--- src/rtl/jbcq_pkg.sv ---
// Shared types and constants for the joystick/button command qualifier.
// Holds command codes, item kinds, register indexes and the work descriptor.
// No dependencies.
package jbcq_pkg;

  // Command codes carried in result frames
  localparam logic [7:0] CODE_HOME  = 8'h00;
  localparam logic [7:0] CODE_DOWN  = 8'h01;
  localparam logic [7:0] CODE_LEFT  = 8'h02;
  localparam logic [7:0] CODE_RIGHT = 8'h03;
  localparam logic [7:0] CODE_UP    = 8'h04;
  localparam logic [7:0] CODE_BLANK = 8'hFF;

  // Input item kinds
  localparam logic [1:0] KIND_TICK       = 2'd0;
  localparam logic [1:0] KIND_CONNECT    = 2'd1;
  localparam logic [1:0] KIND_DISCONNECT = 2'd2;

  // Configuration register indexes
  localparam int unsigned CFG_INDEX_W = 3;
  localparam int unsigned CFG_DATA_W  = 16;
  localparam logic [CFG_INDEX_W-1:0] REG_CENTER_X      = 3'd0;
  localparam logic [CFG_INDEX_W-1:0] REG_CENTER_Y      = 3'd1;
  localparam logic [CFG_INDEX_W-1:0] REG_DIR_THRESHOLD = 3'd2;
  localparam logic [CFG_INDEX_W-1:0] REG_DEBOUNCE      = 3'd3;
  localparam logic [CFG_INDEX_W-1:0] REG_LONG_PRESS    = 3'd4;
  localparam logic [CFG_INDEX_W-1:0] REG_SEND_INTERVAL = 3'd5;
  localparam logic [CFG_INDEX_W-1:0] REG_STICK_INTERVAL = 3'd6;
  localparam logic [CFG_INDEX_W-1:0] REG_BLANK_REPEAT  = 3'd7;

  // Register reset values
  localparam logic [11:0] CENTER_RESET         = 12'd2048;
  localparam logic [11:0] THRESHOLD_RESET      = 12'd350;
  localparam logic [7:0]  DEBOUNCE_RESET       = 8'd15;
  localparam logic [15:0] LONG_PRESS_RESET     = 16'd2000;
  localparam logic [7:0]  SEND_INTERVAL_RESET  = 8'd20;
  localparam logic [7:0]  STICK_INTERVAL_RESET = 8'd2;
  localparam logic [3:0]  BLANK_REPEAT_RESET   = 4'd5;

  // Descriptor queue depth
  localparam int unsigned QUEUE_DEPTH = 2;

  // Result work for one tick, emitted in field order by the back end
  typedef struct packed {
    logic       home;          // home frame from a short press
    logic [3:0] blanks;        // blank frames from a long press
    logic       sleep;         // sleep request after the blanks
    logic       stick;         // frame for a new stick direction
    logic [7:0] stick_code;
    logic       periodic;      // periodic repeat of the latched command
    logic [7:0] periodic_code;
  } desc_t;

endpackage

--- src/rtl/joystick_button_command_qualifier.sv ---
// Top level of the joystick/button command qualifier.
// Instantiates jbcq_front, jbcq_queue and jbcq_back; depends on jbcq_pkg.
//
// Usage:
//   s_axis carries one item per transaction: tuser holds the kind (tick,
//   link connected, link disconnected), tdata the two stick samples and the
//   raw button level. m_axis carries results: tdata is the command code,
//   tuser the frame and sleep flags, tlast marks the final result of an item.
//   cfg writes one register per transaction (index, data); cfg_ready is
//   always high. Write registers only while the block is idle.
// Path: the first result of a tick passes the queue write at the accepting
//   edge, the back-end load and the output register before it shows on m_axis.
// Throughput: the front end takes one item per cycle while the queue has
//   room; the back end puts out one result per cycle while m_axis_tready
//   allows it, and a tick yields up to 18 results. The output register
//   is the limiting stage.
// Reset: registers return to their defaults, link is down, the latched
//   command is blank, the queue and output register are empty.
// Stall: when m_axis_tready is low the current result holds; the queue keeps
//   taking items until its two entries are full, then s_axis_tready drops.
module joystick_button_command_qualifier import jbcq_pkg::*; #(
  parameter int SAMPLE_BITS  = 12,
  parameter int COUNTER_BITS = 16
) (
  input  logic                   clk,
  input  logic                   rst,
  // input stream
  input  logic                   s_axis_tvalid,
  output logic                   s_axis_tready,
  // [SAMPLE_BITS-1:0] x_sample, [2*SAMPLE_BITS-1:SAMPLE_BITS] y_sample,
  // [2*SAMPLE_BITS] button_level, zero fill above
  input  logic [((2*SAMPLE_BITS+8)/8)*8-1:0] s_axis_tdata,
  input  logic [1:0]             s_axis_tuser,   // [1:0] kind
  // result stream
  output logic                   m_axis_tvalid,
  input  logic                   m_axis_tready,
  output logic [7:0]             m_axis_tdata,   // [7:0] command_code
  output logic [1:0]             m_axis_tuser,   // [0] frame_valid, [1] sleep_request
  output logic                   m_axis_tlast,   // last
  // register writes
  input  logic                   cfg_valid,
  output logic                   cfg_ready,
  input  logic [CFG_INDEX_W-1:0] cfg_index,
  input  logic [CFG_DATA_W-1:0]  cfg_data
);

  logic  accept;
  logic  push, full, pop, head_valid;
  desc_t desc, head;

  assign cfg_ready     = 1'b1;
  assign s_axis_tready = !full;
  assign accept        = s_axis_tvalid && s_axis_tready;

  // classify each transaction and update button/stick/repeat state
  jbcq_front #(
    .SAMPLE_BITS  (SAMPLE_BITS),
    .COUNTER_BITS (COUNTER_BITS)
  ) u_front (
    .clk          (clk),
    .rst          (rst),
    .cfg_write    (cfg_valid && cfg_ready),
    .cfg_index    (cfg_index),
    .cfg_data     (cfg_data),
    .take         (accept),
    .kind         (s_axis_tuser),
    .x_sample     (s_axis_tdata[SAMPLE_BITS-1:0]),
    .y_sample     (s_axis_tdata[2*SAMPLE_BITS-1:SAMPLE_BITS]),
    .button_level (s_axis_tdata[2*SAMPLE_BITS]),
    .push         (push),
    .desc         (desc)
  );

  // items that produce no result never enter the queue
  jbcq_queue u_queue (
    .clk        (clk),
    .rst        (rst),
    .push       (push),
    .push_data  (desc),
    .full       (full),
    .pop        (pop),
    .head_valid (head_valid),
    .head       (head)
  );

  // serialize results in order: home, blanks, sleep, stick, repeat
  jbcq_back u_back (
    .clk        (clk),
    .rst        (rst),
    .head_valid (head_valid),
    .head       (head),
    .pop        (pop),
    .out_valid  (m_axis_tvalid),
    .out_ready  (m_axis_tready),
    .out_code   (m_axis_tdata),
    .out_flags  (m_axis_tuser),
    .out_last   (m_axis_tlast)
  );

endmodule

--- src/rtl/jbcq_front.sv ---
// Front end: configuration registers, debounce, long press, stick and repeat timing.
// Classifies each accepted item into a result descriptor. Depends on jbcq_pkg.
module jbcq_front import jbcq_pkg::*; #(
  parameter int SAMPLE_BITS  = 12,
  parameter int COUNTER_BITS = 16
) (
  input  logic                   clk,
  input  logic                   rst,
  input  logic                   cfg_write,
  input  logic [CFG_INDEX_W-1:0] cfg_index,
  input  logic [CFG_DATA_W-1:0]  cfg_data,
  input  logic                   take,
  input  logic [1:0]             kind,
  input  logic [SAMPLE_BITS-1:0] x_sample,
  input  logic [SAMPLE_BITS-1:0] y_sample,
  input  logic                   button_level,
  output logic                   push,
  output desc_t                  desc
);

  localparam int CW  = (COUNTER_BITS > 16) ? COUNTER_BITS : 16;
  localparam int DW  = ((SAMPLE_BITS > 12) ? SAMPLE_BITS : 12) + 1;
  localparam int CXW = DW - 1;

  // configuration; rest values are at least 12 bits so the 2048 default fits
  logic [CXW-1:0] center_x, center_y;
  logic [11:0] threshold;
  logic [7:0]  debounce_ticks, send_interval, stick_interval;
  logic [15:0] long_press_ticks;
  logic [3:0]  blank_repeat;

  // state
  logic                    link_up, link_up_next;
  logic [7:0]              latched, latched_next;
  logic                    raw_prev, raw_prev_next;
  logic                    stable, stable_next;
  logic [COUNTER_BITS-1:0] since_raw, since_raw_next;
  logic [COUNTER_BITS-1:0] since_press, since_press_next;
  logic                    long_done, long_done_next;
  logic [COUNTER_BITS-1:0] since_send, since_send_next;
  logic [7:0]              since_stick, since_stick_next;

  // stick classification
  logic signed [DW-1:0] dx, dy, ax, ay, thr;
  logic                 dir_hit;
  logic [7:0]           dir_code;

  function automatic logic [COUNTER_BITS-1:0] sat_inc(input logic [COUNTER_BITS-1:0] v);
    return (&v) ? v : v + 1'b1;
  endfunction

  function automatic logic cnt_ge(input logic [COUNTER_BITS-1:0] a, input logic [15:0] b);
    return CW'(a) >= CW'(b);
  endfunction

  always_ff @(posedge clk) begin
    if (rst) begin
      center_x         <= CXW'(CENTER_RESET);
      center_y         <= CXW'(CENTER_RESET);
      threshold        <= THRESHOLD_RESET;
      debounce_ticks   <= DEBOUNCE_RESET;
      long_press_ticks <= LONG_PRESS_RESET;
      send_interval    <= SEND_INTERVAL_RESET;
      stick_interval   <= STICK_INTERVAL_RESET;
      blank_repeat     <= BLANK_REPEAT_RESET;
    end else if (cfg_write) begin
      case (cfg_index)
        REG_CENTER_X:       center_x         <= CXW'(cfg_data[SAMPLE_BITS-1:0]);
        REG_CENTER_Y:       center_y         <= CXW'(cfg_data[SAMPLE_BITS-1:0]);
        REG_DIR_THRESHOLD:  threshold        <= cfg_data[11:0];
        REG_DEBOUNCE:       debounce_ticks   <= cfg_data[7:0];
        REG_LONG_PRESS:     long_press_ticks <= cfg_data[15:0];
        REG_SEND_INTERVAL:  send_interval    <= cfg_data[7:0];
        REG_STICK_INTERVAL: stick_interval   <= cfg_data[7:0];
        REG_BLANK_REPEAT:   blank_repeat     <= cfg_data[3:0];
        default: ;
      endcase
    end
  end

  // dominant axis; vertical wins a tie
  always_comb begin
    dx  = $signed(DW'(x_sample)) - $signed(DW'(center_x));
    dy  = $signed(DW'(y_sample)) - $signed(DW'(center_y));
    ax  = dx[DW-1] ? -dx : dx;
    ay  = dy[DW-1] ? -dy : dy;
    thr = $signed(DW'(threshold));
    if (ax > ay) begin
      dir_hit  = ax > thr;
      dir_code = dx[DW-1] ? CODE_LEFT : CODE_RIGHT;
    end else begin
      dir_hit  = ay > thr;
      dir_code = dy[DW-1] ? CODE_UP : CODE_DOWN;
    end
  end

  always_comb begin
    link_up_next     = link_up;
    latched_next     = latched;
    raw_prev_next    = raw_prev;
    stable_next      = stable;
    since_raw_next   = since_raw;
    since_press_next = since_press;
    long_done_next   = long_done;
    since_send_next  = since_send;
    since_stick_next = since_stick;
    desc             = '0;
    push             = 1'b0;
    if (take) begin
      case (kind)
        KIND_CONNECT: begin
          link_up_next    = 1'b1;
          latched_next    = CODE_BLANK;
          since_send_next = '1;
        end
        KIND_DISCONNECT: begin
          link_up_next = 1'b0;
          latched_next = CODE_BLANK;
        end
        KIND_TICK: begin
          since_raw_next   = sat_inc(since_raw);
          since_press_next = sat_inc(since_press);
          since_send_next  = sat_inc(since_send);
          since_stick_next = (&since_stick) ? since_stick : since_stick + 8'd1;

          // debounce
          if (button_level != raw_prev) begin
            raw_prev_next  = button_level;
            since_raw_next = '0;
          end
          if (cnt_ge(since_raw_next, 16'(debounce_ticks)) && button_level != stable) begin
            stable_next = button_level;
            if (!button_level) begin
              since_press_next = '0;
              long_done_next   = 1'b0;
            end else begin
              if (!long_done && latched_next != CODE_HOME) begin
                latched_next    = CODE_HOME;
                desc.home       = link_up;
                since_send_next = '0;
              end
              long_done_next = 1'b0;
            end
          end

          // long press: blanks then sleep request
          if (!stable_next && !long_done_next &&
              cnt_ge(since_press_next, long_press_ticks)) begin
            long_done_next = 1'b1;
            latched_next   = CODE_BLANK;
            desc.blanks    = link_up ? blank_repeat : 4'd0;
            desc.sleep     = 1'b1;
          end

          // stick sampling
          if (since_stick_next >= stick_interval) begin
            since_stick_next = '0;
            if (dir_hit && latched_next != dir_code) begin
              latched_next    = dir_code;
              desc.stick      = link_up;
              desc.stick_code = dir_code;
              since_send_next = '0;
            end
          end

          // periodic repeat
          if (link_up && cnt_ge(since_send_next, 16'(send_interval))) begin
            since_send_next    = '0;
            desc.periodic      = 1'b1;
            desc.periodic_code = latched_next;
          end

          push = desc.home || (desc.blanks != 4'd0) || desc.sleep ||
                 desc.stick || desc.periodic;
        end
        default: ;
      endcase
    end
  end

  always_ff @(posedge clk) begin
    if (rst) begin
      link_up     <= 1'b0;
      latched     <= CODE_BLANK;
      raw_prev    <= 1'b1;
      stable      <= 1'b1;
      since_raw   <= '0;
      since_press <= '0;
      long_done   <= 1'b0;
      since_send  <= '0;
      since_stick <= '0;
    end else begin
      link_up     <= link_up_next;
      latched     <= latched_next;
      raw_prev    <= raw_prev_next;
      stable      <= stable_next;
      since_raw   <= since_raw_next;
      since_press <= since_press_next;
      long_done   <= long_done_next;
      since_send  <= since_send_next;
      since_stick <= since_stick_next;
    end
  end

endmodule

--- src/rtl/jbcq_queue.sv ---
// Short descriptor queue between front and back end.
// Register based, QUEUE_DEPTH entries. Depends on jbcq_pkg.
module jbcq_queue import jbcq_pkg::*; (
  input  logic  clk,
  input  logic  rst,
  input  logic  push,
  input  desc_t push_data,
  output logic  full,
  input  logic  pop,
  output logic  head_valid,
  output desc_t head
);

  localparam int PW = (QUEUE_DEPTH > 1) ? $clog2(QUEUE_DEPTH) : 1;
  localparam int NW = $clog2(QUEUE_DEPTH + 1);

  desc_t           entries [QUEUE_DEPTH];
  logic [PW-1:0]   wr_ptr, rd_ptr;
  logic [NW-1:0]   fill;
  logic            do_push, do_pop;

  assign full       = (fill == NW'(QUEUE_DEPTH));
  assign head_valid = (fill != '0);
  assign head       = entries[rd_ptr];
  assign do_push    = push && !full;
  assign do_pop     = pop && head_valid;

  always_ff @(posedge clk) begin
    if (do_push) begin
      entries[wr_ptr] <= push_data;
    end
  end

  always_ff @(posedge clk) begin
    if (rst) begin
      wr_ptr <= '0;
      rd_ptr <= '0;
      fill   <= '0;
    end else begin
      if (do_push) begin
        wr_ptr <= (wr_ptr == PW'(QUEUE_DEPTH - 1)) ? '0 : wr_ptr + 1'b1;
      end
      if (do_pop) begin
        rd_ptr <= (rd_ptr == PW'(QUEUE_DEPTH - 1)) ? '0 : rd_ptr + 1'b1;
      end
      fill <= fill + NW'(do_push) - NW'(do_pop);
    end
  end

endmodule

--- src/rtl/jbcq_back.sv ---
// Back end: expands one descriptor into a serial run of results.
// One result per cycle into the output register while out_ready allows it. Depends on jbcq_pkg.
module jbcq_back import jbcq_pkg::*; (
  input  logic       clk,
  input  logic       rst,
  input  logic       head_valid,
  input  desc_t      head,
  output logic       pop,
  output logic       out_valid,
  input  logic       out_ready,
  output logic [7:0] out_code,
  output logic [1:0] out_flags,   // [0] frame_valid, [1] sleep_request
  output logic       out_last
);

  logic       active;
  logic       home, sleep, stick, periodic;
  logic [3:0] blanks;
  logic [7:0] stick_code, periodic_code;

  logic       home_next, sleep_next, stick_next, periodic_next;
  logic [3:0] blanks_next;
  logic       advance, finish;
  logic [7:0] sel_code;
  logic       sel_frame, sel_sleep;

  assign advance = active && (!out_valid || out_ready);
  assign pop     = head_valid && (!active || (advance && finish));

  // pick the next result in emission order
  always_comb begin
    home_next     = home;
    blanks_next   = blanks;
    sleep_next    = sleep;
    stick_next    = stick;
    periodic_next = periodic;
    sel_frame     = 1'b1;
    sel_sleep     = 1'b0;
    sel_code      = periodic_code;
    if (home) begin
      home_next = 1'b0;
      sel_code  = CODE_HOME;
    end else if (blanks != 4'd0) begin
      blanks_next = blanks - 4'd1;
      sel_code    = CODE_BLANK;
    end else if (sleep) begin
      sleep_next = 1'b0;
      sel_frame  = 1'b0;
      sel_sleep  = 1'b1;
      sel_code   = CODE_BLANK;
    end else if (stick) begin
      stick_next = 1'b0;
      sel_code   = stick_code;
    end else begin
      periodic_next = 1'b0;
    end
    finish = !(home_next || (blanks_next != 4'd0) || sleep_next ||
               stick_next || periodic_next);
  end

  always_ff @(posedge clk) begin
    if (pop) begin
      home          <= head.home;
      blanks        <= head.blanks;
      sleep         <= head.sleep;
      stick         <= head.stick;
      stick_code    <= head.stick_code;
      periodic      <= head.periodic;
      periodic_code <= head.periodic_code;
    end else if (advance) begin
      home     <= home_next;
      blanks   <= blanks_next;
      sleep    <= sleep_next;
      stick    <= stick_next;
      periodic <= periodic_next;
    end
  end

  always_ff @(posedge clk) begin
    if (rst) begin
      active <= 1'b0;
    end else if (pop) begin
      active <= 1'b1;
    end else if (advance && finish) begin
      active <= 1'b0;
    end
  end

  always_ff @(posedge clk) begin
    if (rst) begin
      out_valid <= 1'b0;
    end else if (advance) begin
      out_valid <= 1'b1;
    end else if (out_ready) begin
      out_valid <= 1'b0;
    end
  end

  always_ff @(posedge clk) begin
    if (advance) begin
      out_code  <= sel_code;
      out_flags <= {sel_sleep, sel_frame};
      out_last  <= finish;
    end
  end

endmodule

--- config.mk ---
export PLATFORM = sky130hd
export DESIGN_NAME = joystick_button_command_qualifier
export DESIGN_NICKNAME = d
export VERILOG_FILES = /design/src/rtl/jbcq_pkg.sv /design/src/rtl/joystick_button_command_qualifier.sv /design/src/rtl/jbcq_front.sv /design/src/rtl/jbcq_queue.sv /design/src/rtl/jbcq_back.sv
export SDC_FILE = /design/constraint.sdc
export NUM_CORES = 1
export LEC_CHECK = 0
export ABC_AREA = 1
export CAP_MARGIN = 10
export CORE_MARGIN = 4
export CORE_UTILIZATION = 64
export DETAILED_ROUTE_END_ITERATION = 8
export DONT_BUFFER_PORTS = 1
export PLACE_DENSITY = 0.82
export SYNTH_ARGS = -nofsm -noshare
export SYNTH_HDL_FRONTEND = slang
export SYNTH_HIERARCHICAL = 1
export SYNTH_SLANG_ARGS = --single-unit
--- constraint.sdc ---
create_clock -name clk -period 9.8 [get_ports clk]
set_clock_uncertainty 0.15 [all_clocks]
set_input_delay 0.98 -clock clk [delete_from_list [all_inputs] [get_ports clk]]
set_output_delay 0.98 -clock clk [all_outputs]
set_load 0.05 [all_outputs]
## Word-level counts from Yosys, hierarchy flattened

Memories as Yosys holds them, arrays and structs flattened. A register that Yosys moved wholly into a read port is not among the register bits.
Index checks and enable logic that the tools add are counted.

| storage, ports and cells | value |
|---|---|
| register bits | 189 |
| latch bits | 0 |
| memory bits (writable) | 48 |
| memory bits (read-only) | 0 |
| input bits | 58 |
| output and inout bits | 14 |
| word-level logic and storage cells | 226 |
| memories kept | 1 |

| cells by class | value |
|---|---|
| add/subtract/negate cells | 13 |
| multipliers | 0 |
| divide/modulo/power cells | 0 |
| $lt $le $gt $ge | 7 |
| eq/ne operators | 13 |
| shift operators | 0 |
| muxes and demuxes | 100 |
| bitwise gates (word level) | 0 |
| reduce and logical (&&, ||, !) cells | 60 |

Memory list:

| memory | depth | bits a word | read ports | clocked after Yosys merged registers in | wr ports | RTL line | RTL |
|---|---|---|---|---|---|---|---|
| u_queue.entries | 2 | 24 | 1 | 1 | 1 | jbcq_queue.sv:17 | `desc_t entries [QUEUE_DEPTH];` |

Operators with widths:

| cell | number |
|---|---|
| two-way mux 16 bit | 18 |
| two-way mux 8 bit | 14 |
| two-way mux 9 bit | 7 |
| adder 16 x 1 -> 16 bit, second input constant | 3 |
| two-way mux 24 bit | 2 |
| AND reduction 16 bit | 3 |
| two-way mux 1 bit | 45 |
| > comparator 13 bit | 3 |
| >= comparator 16 x 8 -> 1 bit | 2 |
| one-hot mux 16 bit (2 select lines) | 1 |
| two-way mux 13 bit | 2 |
| negation 13 bit | 2 |
| subtractor 12 x 12 -> 13 bit | 2 |
| AND reduction 2 bit | 12 |
| two-way mux 4 bit | 5 |
| >= comparator 16 bit | 1 |
| one-hot mux 8 bit (2 select lines) | 1 |
| two-way mux 5 bit | 3 |
| nonzero test 2 bit | 7 |
| equality test 3 bit, second input constant | 4 |
| logical AND 1 bit | 12 |
| nonzero test 4 bit | 3 |
| logical OR 1 bit | 9 |
| adder 8 x 1 -> 8 bit, second input constant | 1 |
| 20 further kinds | 31 |

## Depth between registers and ports, before layout

| logic depth | value |
|---|---|
| depth after elaboration | 33 |
| mapped depth | 66 |
| mapped depth without buffers | 63 |

## Hierarchy

Netlist, hierarchy kept.

Modules (own cells, without submodules):

| module | times used | cells an instance | area an instance (sq um) | seq. area each (sq um) |
|---|---|---|---|---|
| jbcq_front | 1 | 1608 | 10958.0 | 2962.8 |
| jbcq_queue | 1 | 114 | 2089.5 | 1541.5 |
| jbcq_back | 1 | 147 | 1625.3 | 1091.0 |
| joystick_button_command_qualifier | 1 | 5 | 25.0 | 0.0 |

## Least setup slack after synthesis

OpenSTA, ideal clock, no wires.

| timing path | value |
|---|---|
| path kind | input -> register |
| start | input s_axis_tdata[24] |
| end | memory u_queue/entries[0][0] (netlist name), enable pin |
| setup time | 0.405 ns |
| data arrival time | 7.458 ns |
| required time | 9.245 ns |
| setup slack | 1.787 ns |
| stages on the path | 54 |
| buffers on the path | 4 |
| path through | xnor2_1 buf_2 inv_1 a21oi_1 o21ai_0 ha_1 o21ai_0 nand2_1 nand2_1 nand2_1 nand2_1 nand2_1 nand2_1 nand2_1 nand2_1 nand3_2 nand2_1 clkbuf_1 [... 18 more ...] inv_1 ha_1 inv_1 a21boi_0 o21a_1 o21ai_0 nand2_1 a21oi_1 o21bai_1 a21o_1 a21oi_1 nand2_1 nor2_2 nand2_4 nand2_8 nand2_1 nand2_1 nor2_1 |

| between the ends | value |
|---|---|
| word-level cells in the longest chain between the ends | 32 |
| elaborated cells between the ends (all ways) | 61 |
| classes of those cells | order compare (3); eq/ne (3); mux (42); reduce/logical (13) |

Ends and longest elaborated chain:

| element | RTL line | RTL |
|---|---|---|
| start: declaration | joystick_button_command_qualifier.sv:32 | `input logic [((2*SAMPLE_BITS+8)/8)*8-1:0] s_axis_tdata,` |
| parallel branches: the longest is 26 deep, another holds >= comparator 16 x 8 -> 1 bit | - |  |
| logical OR 1 bit * | jbcq_front.sv:174 | `desc.stick \|\| desc.periodic;` |
| two-way mux 1 bit * | jbcq_front.sv:110 | `case (kind)` |
| two-way mux 1 bit * | jbcq_front.sv:109 | `if (take) begin` |
| named net push | joystick_button_command_qualifier.sv:48 | `logic push, full, pop, head_valid;` |
| logical AND 1 bit * | jbcq_queue.sv:25 | `assign do_push = push && !full;` |
| two-way mux 1 bit * | jbcq_queue.sv:29 | `if (do_push) begin` |
| two-way mux 1 bit (implied by the code) * | jbcq_queue.sv:30 | `entries[wr_ptr] <= push_data;` |
| end: declaration | jbcq_queue.sv:17 |  |

Mark *: on every way through the listed nets, which the timed path passes. The select of a mux whose other input is x is not followed.

## Worst setup path after layout

| timing path | value |
|---|---|
| start | register u_front.since_raw[0] |
| end | register u_queue.fill[1] |

| between the ends | value |
|---|---|
| word-level cells in the longest chain between the ends | 33 |
| elaborated cells between the ends (all ways) | 58 |
| classes of those cells | add/sub (3); order compare (3); eq/ne (1); mux (37); reduce/logical (14) |

Ends and longest elaborated chain:

| element | RTL line | RTL |
|---|---|---|
| start: declaration | jbcq_front.sv:37 | `logic [COUNTER_BITS-1:0] since_raw, since_raw_next;` |
| start signal: assignment | jbcq_front.sv:197 | `since_raw <= since_raw_next;` |
| adder 16 x 1 -> 16 bit or AND reduction 16 bit (tied branches) | jbcq_front.sv:49 | `return (&v) ? v : v + 1'b1;` |
| two-way mux 16 bit * | jbcq_front.sv:49 |  |
| two-way mux 16 bit * | jbcq_front.sv:127 | `if (button_level != raw_prev) begin` |
| two-way mux 16 bit * | jbcq_front.sv:110 |  |
| two-way mux 16 bit * | jbcq_front.sv:109 |  |
| >= comparator 16 x 8 -> 1 bit * | jbcq_front.sv:53 | `return CW'(a) >= CW'(b);` |
| logical AND 1 bit * | jbcq_front.sv:131 | `if (cnt_ge(since_raw_next, 16'(debounce_ticks)) && button_level != stable) begin` |
| parallel branches: the longest is 20 deep, another holds >= comparator 16 bit | - |  |
| logical OR 1 bit * | jbcq_front.sv:174 |  |
| two-way mux 1 bit * | jbcq_front.sv:110 |  |
| two-way mux 1 bit * | jbcq_front.sv:109 |  |
| named net push | joystick_button_command_qualifier.sv:48 |  |
| logical AND 1 bit * | jbcq_queue.sv:25 |  |
| adder 2 x 1 -> 2 bit * | jbcq_queue.sv:46 | `fill <= fill + NW'(do_push) - NW'(do_pop);` |
| subtractor 2 x 1 -> 2 bit * | jbcq_queue.sv:46 |  |
| end signal: assignment | jbcq_queue.sv:46 |  |
| end: declaration | jbcq_queue.sv:19 | `logic [NW-1:0] fill;` |

Marked as above.
A chain may end at the register's enable or synchronous reset.

==> impl_metrics.csv <==
group,metric,value,unit
placement,gp_congestion,0.918,
floorplanning,die_y,160,um
power_and_ir_drop,leakagePower,6.88,nW
outcome,status,"finished, final reports clean",
layout,drive_above_1_share,0.0817,
timing,worst_slew_pin_slew,975,ps
cts,path_clk_slew,60,ps
route,drc,0,
logic_synthesis,ys_types,57,
timing,setup_viol,0,
placement,dp_hpwl,23100,um
layout,utilization,0.693,
flow_run,max_cap_viol_count,0,
route,via_per_inst,5.65,
cts,clock-sinks,238,
logic_synthesis,synth_top_area_share,0.211,
timing,fin_setup_tns,0,ps
layout,antennaDiodeCount,0,
logic_synthesis,yosys-top-cells-area,"dfxtp_1 (21%), edfxtp_1 (17%), ha_1 (9.7%)",
setup_path,critPathMaxStageDelay,420,ps
floorplanning,die_x,160,um
power_and_ir_drop,p_total,2.68,mW
floorplanning,num_io_pins,72,
floorplanning,die_area,25500,um2
logic_synthesis,syn_inst,1874,
cts,clock_latency,530,ps
power_and_ir_drop,peakVddDrop,168,uV
route,vias,12200,
timing,rsz0062_at_grt,"no",
global_routing,antenna_found_initial,0,
floorplanning,initial_utilization,0.649,
layout,fin_area,15700,um2
logic_synthesis,yosysWarnings,6,
timing,slew_viol_final,0,
setup_path,critPathLaunchType,"register",
power_and_ir_drop,power_density,171,nW/um2
cts,tritoncts,"yes",
route,drt-initial-drc-count,919,
global_routing,grt_pass1_wl,53600,um
timing,max_freq,0.114,GHz
placement,pre_cts_slack,791,ps
timing,slew-limit-headroom,0.348,
setup_path,crit_type,"reg2reg",
cts,cts.htree.levels,1,
setup_path,slowest_stage,"dfxtp_2",
cts,cts_hold_buffers,0,
logic_synthesis,ys_seq_area_frac,0.381,
floorplanning,fp-row-count,55,
setup_path,required,10080,ps
setup_path,cp.arrival,9030,ps
layout,final_cell_mix,"nand2_1 (344), inv_1 (268), a21oi_1 (168)",
layout,nets,2027,
logic_synthesis,async_flop_share,0,
logic_synthesis,synth_area_leader_cell,"dfxtp_1",
setup_path,end_kind,"register",
route,totalWireLength,32500,um
cts,root_buffer,"clkbuf_16",
timing,min_period_over_period,0.893,
global_routing,track_usage,0.246,
logic_synthesis,synth_area,14700,um2
setup_path,cpMostUsedCell,"nand2_1",
hold_path,holdCritPathClass,"reg2reg",
layout,areaGrowthSynthToFinish,6.68,%
timing,worst_slack,1050,ps
placement,port_buffers,0,
timing,hold_violations,0,
route,wl_per_cell,15.1,um
logic_synthesis,syn-mean-instance-area,7.84,um2
route,final_antenna_net_count,0,
logic_synthesis,synthFlopType,"dfxtp_1",
global_routing,grt_max_degree,94,
route,drtPass1Iterations,5,
cts,cts_setup_buffers,0,
cts,cts_buffers,25,
placement,placed_area,14800,um2
cts,clk_path_buf_depth,3,
setup_path,crit_fanout,15,
global_routing,grt_pass1_vias,11400,
global_routing,overflow,0,
timing,fin_crit,8750,ps
logic_synthesis,ys_ff_latch,238,
layout,layout_commonest_cell,"nand2_1",
logic_synthesis,synth_edf_count,83,
floorplanning,core-area,22600,um2
timing repair:
item,in CTS,in global routing
resized for setup,0,4
endpoints found under the hold margin,0,0
setup endpoints to repair,0,25
registers in the layout, summed over array words and instances (netlist names), 4 cells and up, named ones only:
name / cells
u_back/blanks: 4
u_back/out_code: 8
u_back/periodic_code: 8
u_back/stick_code: 8
u_front/blank_repeat: 4
u_front/center_x: 12
u_front/center_y: 12
u_front/debounce_ticks: 8
u_front/latched: 8
u_front/long_press_ticks: 16
u_front/send_interval: 8
u_front/since_press: 16
u_front/since_raw: 16
u_front/since_send: 16
u_front/since_stick: 8
u_front/stick_interval: 8
u_front/threshold: 12
u_queue/entries: 48
worst max-delay path: cells and delay by family (launching register included):
family / cells / cell delay, ps
AO/OA/AOI/OAI: 14 / 2150
buffers and inverters: 8 / 710
adder cells (fa/ha/maj): 6 / 1520
flip-flops: 1 / 420
AND/OR/NAND/NOR: 28 / 3650
Yosys cell counts, types with 23 or more instances:
library cell and instances:
nand4_1 25, dfxtp_1 155, o21ai_0 133, a21oi_1 168
nor2_1 160, nand2_1 344, ha_1 114, nand3_1 67
xor2_1 42, inv_1 269, xnor2_1 23, o211ai_1 29
edfxtp_1 83, clkbuf_1 39
power breakdown:
group / internal, mW / total (mW) / switching (mW)
Sequential: 1.06 / 1.09 / 0.0318
Combinational: 0.204 / 0.580 / 0.376
Clock: 0.612 / 1.01 / 0.396
Total: 1.88 / 2.68 / 0.804
kinds of logic after synthesis:
kind of cell             share of synthesized area
adder cells (fa/ha/maj)                     0.0998
AO/OA/AOI/OAI                                0.155
multiplexers                                0.0242
AND/OR/NAND/NOR                              0.205
buffers and inverters                       0.0961
other                                     0.000511
XOR/XNOR                                    0.0387
flip-flops                                   0.381
area by class of cell:
cell class / instances / area, um2
multi-input combinational: 1300 / 7720
fill: 1730 / 6960
sequential: 238 / 5600
inverter: 278 / 1050
clock buffer: 30 / 654
tap: 285 / 357
clock inverter: 16 / 226
timing repair buffer: 10 / 75.1
per-layer routing:
metal | vias to the layer above | part of all wire | track usage
met5 | - | 0 | 0
met4 | 0 | 0.024 | 0.0698
met3 | 58 | 0.058 | 0.0274
met2 | 377 | 0.48 | 0.424
met1 | 5569 | 0.44 | 0.330
li1 | 6176 | - | -
per-stage QoR:
stage,cells,hold slack (ps)
after global routing,2157,323
after detailed placement,2111,302
after CTS,2157,311
after global placement,2111,294
final,2157,309
after floorplan,1878,279
path summary, 6_finish.rpt:
| kind | from | to | slack, ps | depth (start not counted) |
|---|---|---|---|---|
| worst max-delay path | u_front/since_raw[0] | u_queue/fill[1] | 1050 | 56 |
| worst min-delay path | u_front/center_y[7] | u_front/center_y[7] | 310 | 2 |
| worst max register to register | u_front/since_raw[0] | u_queue/fill[1] | 1050 | 56 |
| worst min register to register | u_front/center_y[7] | u_front/center_y[7] | 310 | 2 |
No activity file was read; power rests on OpenSTA's default activity.
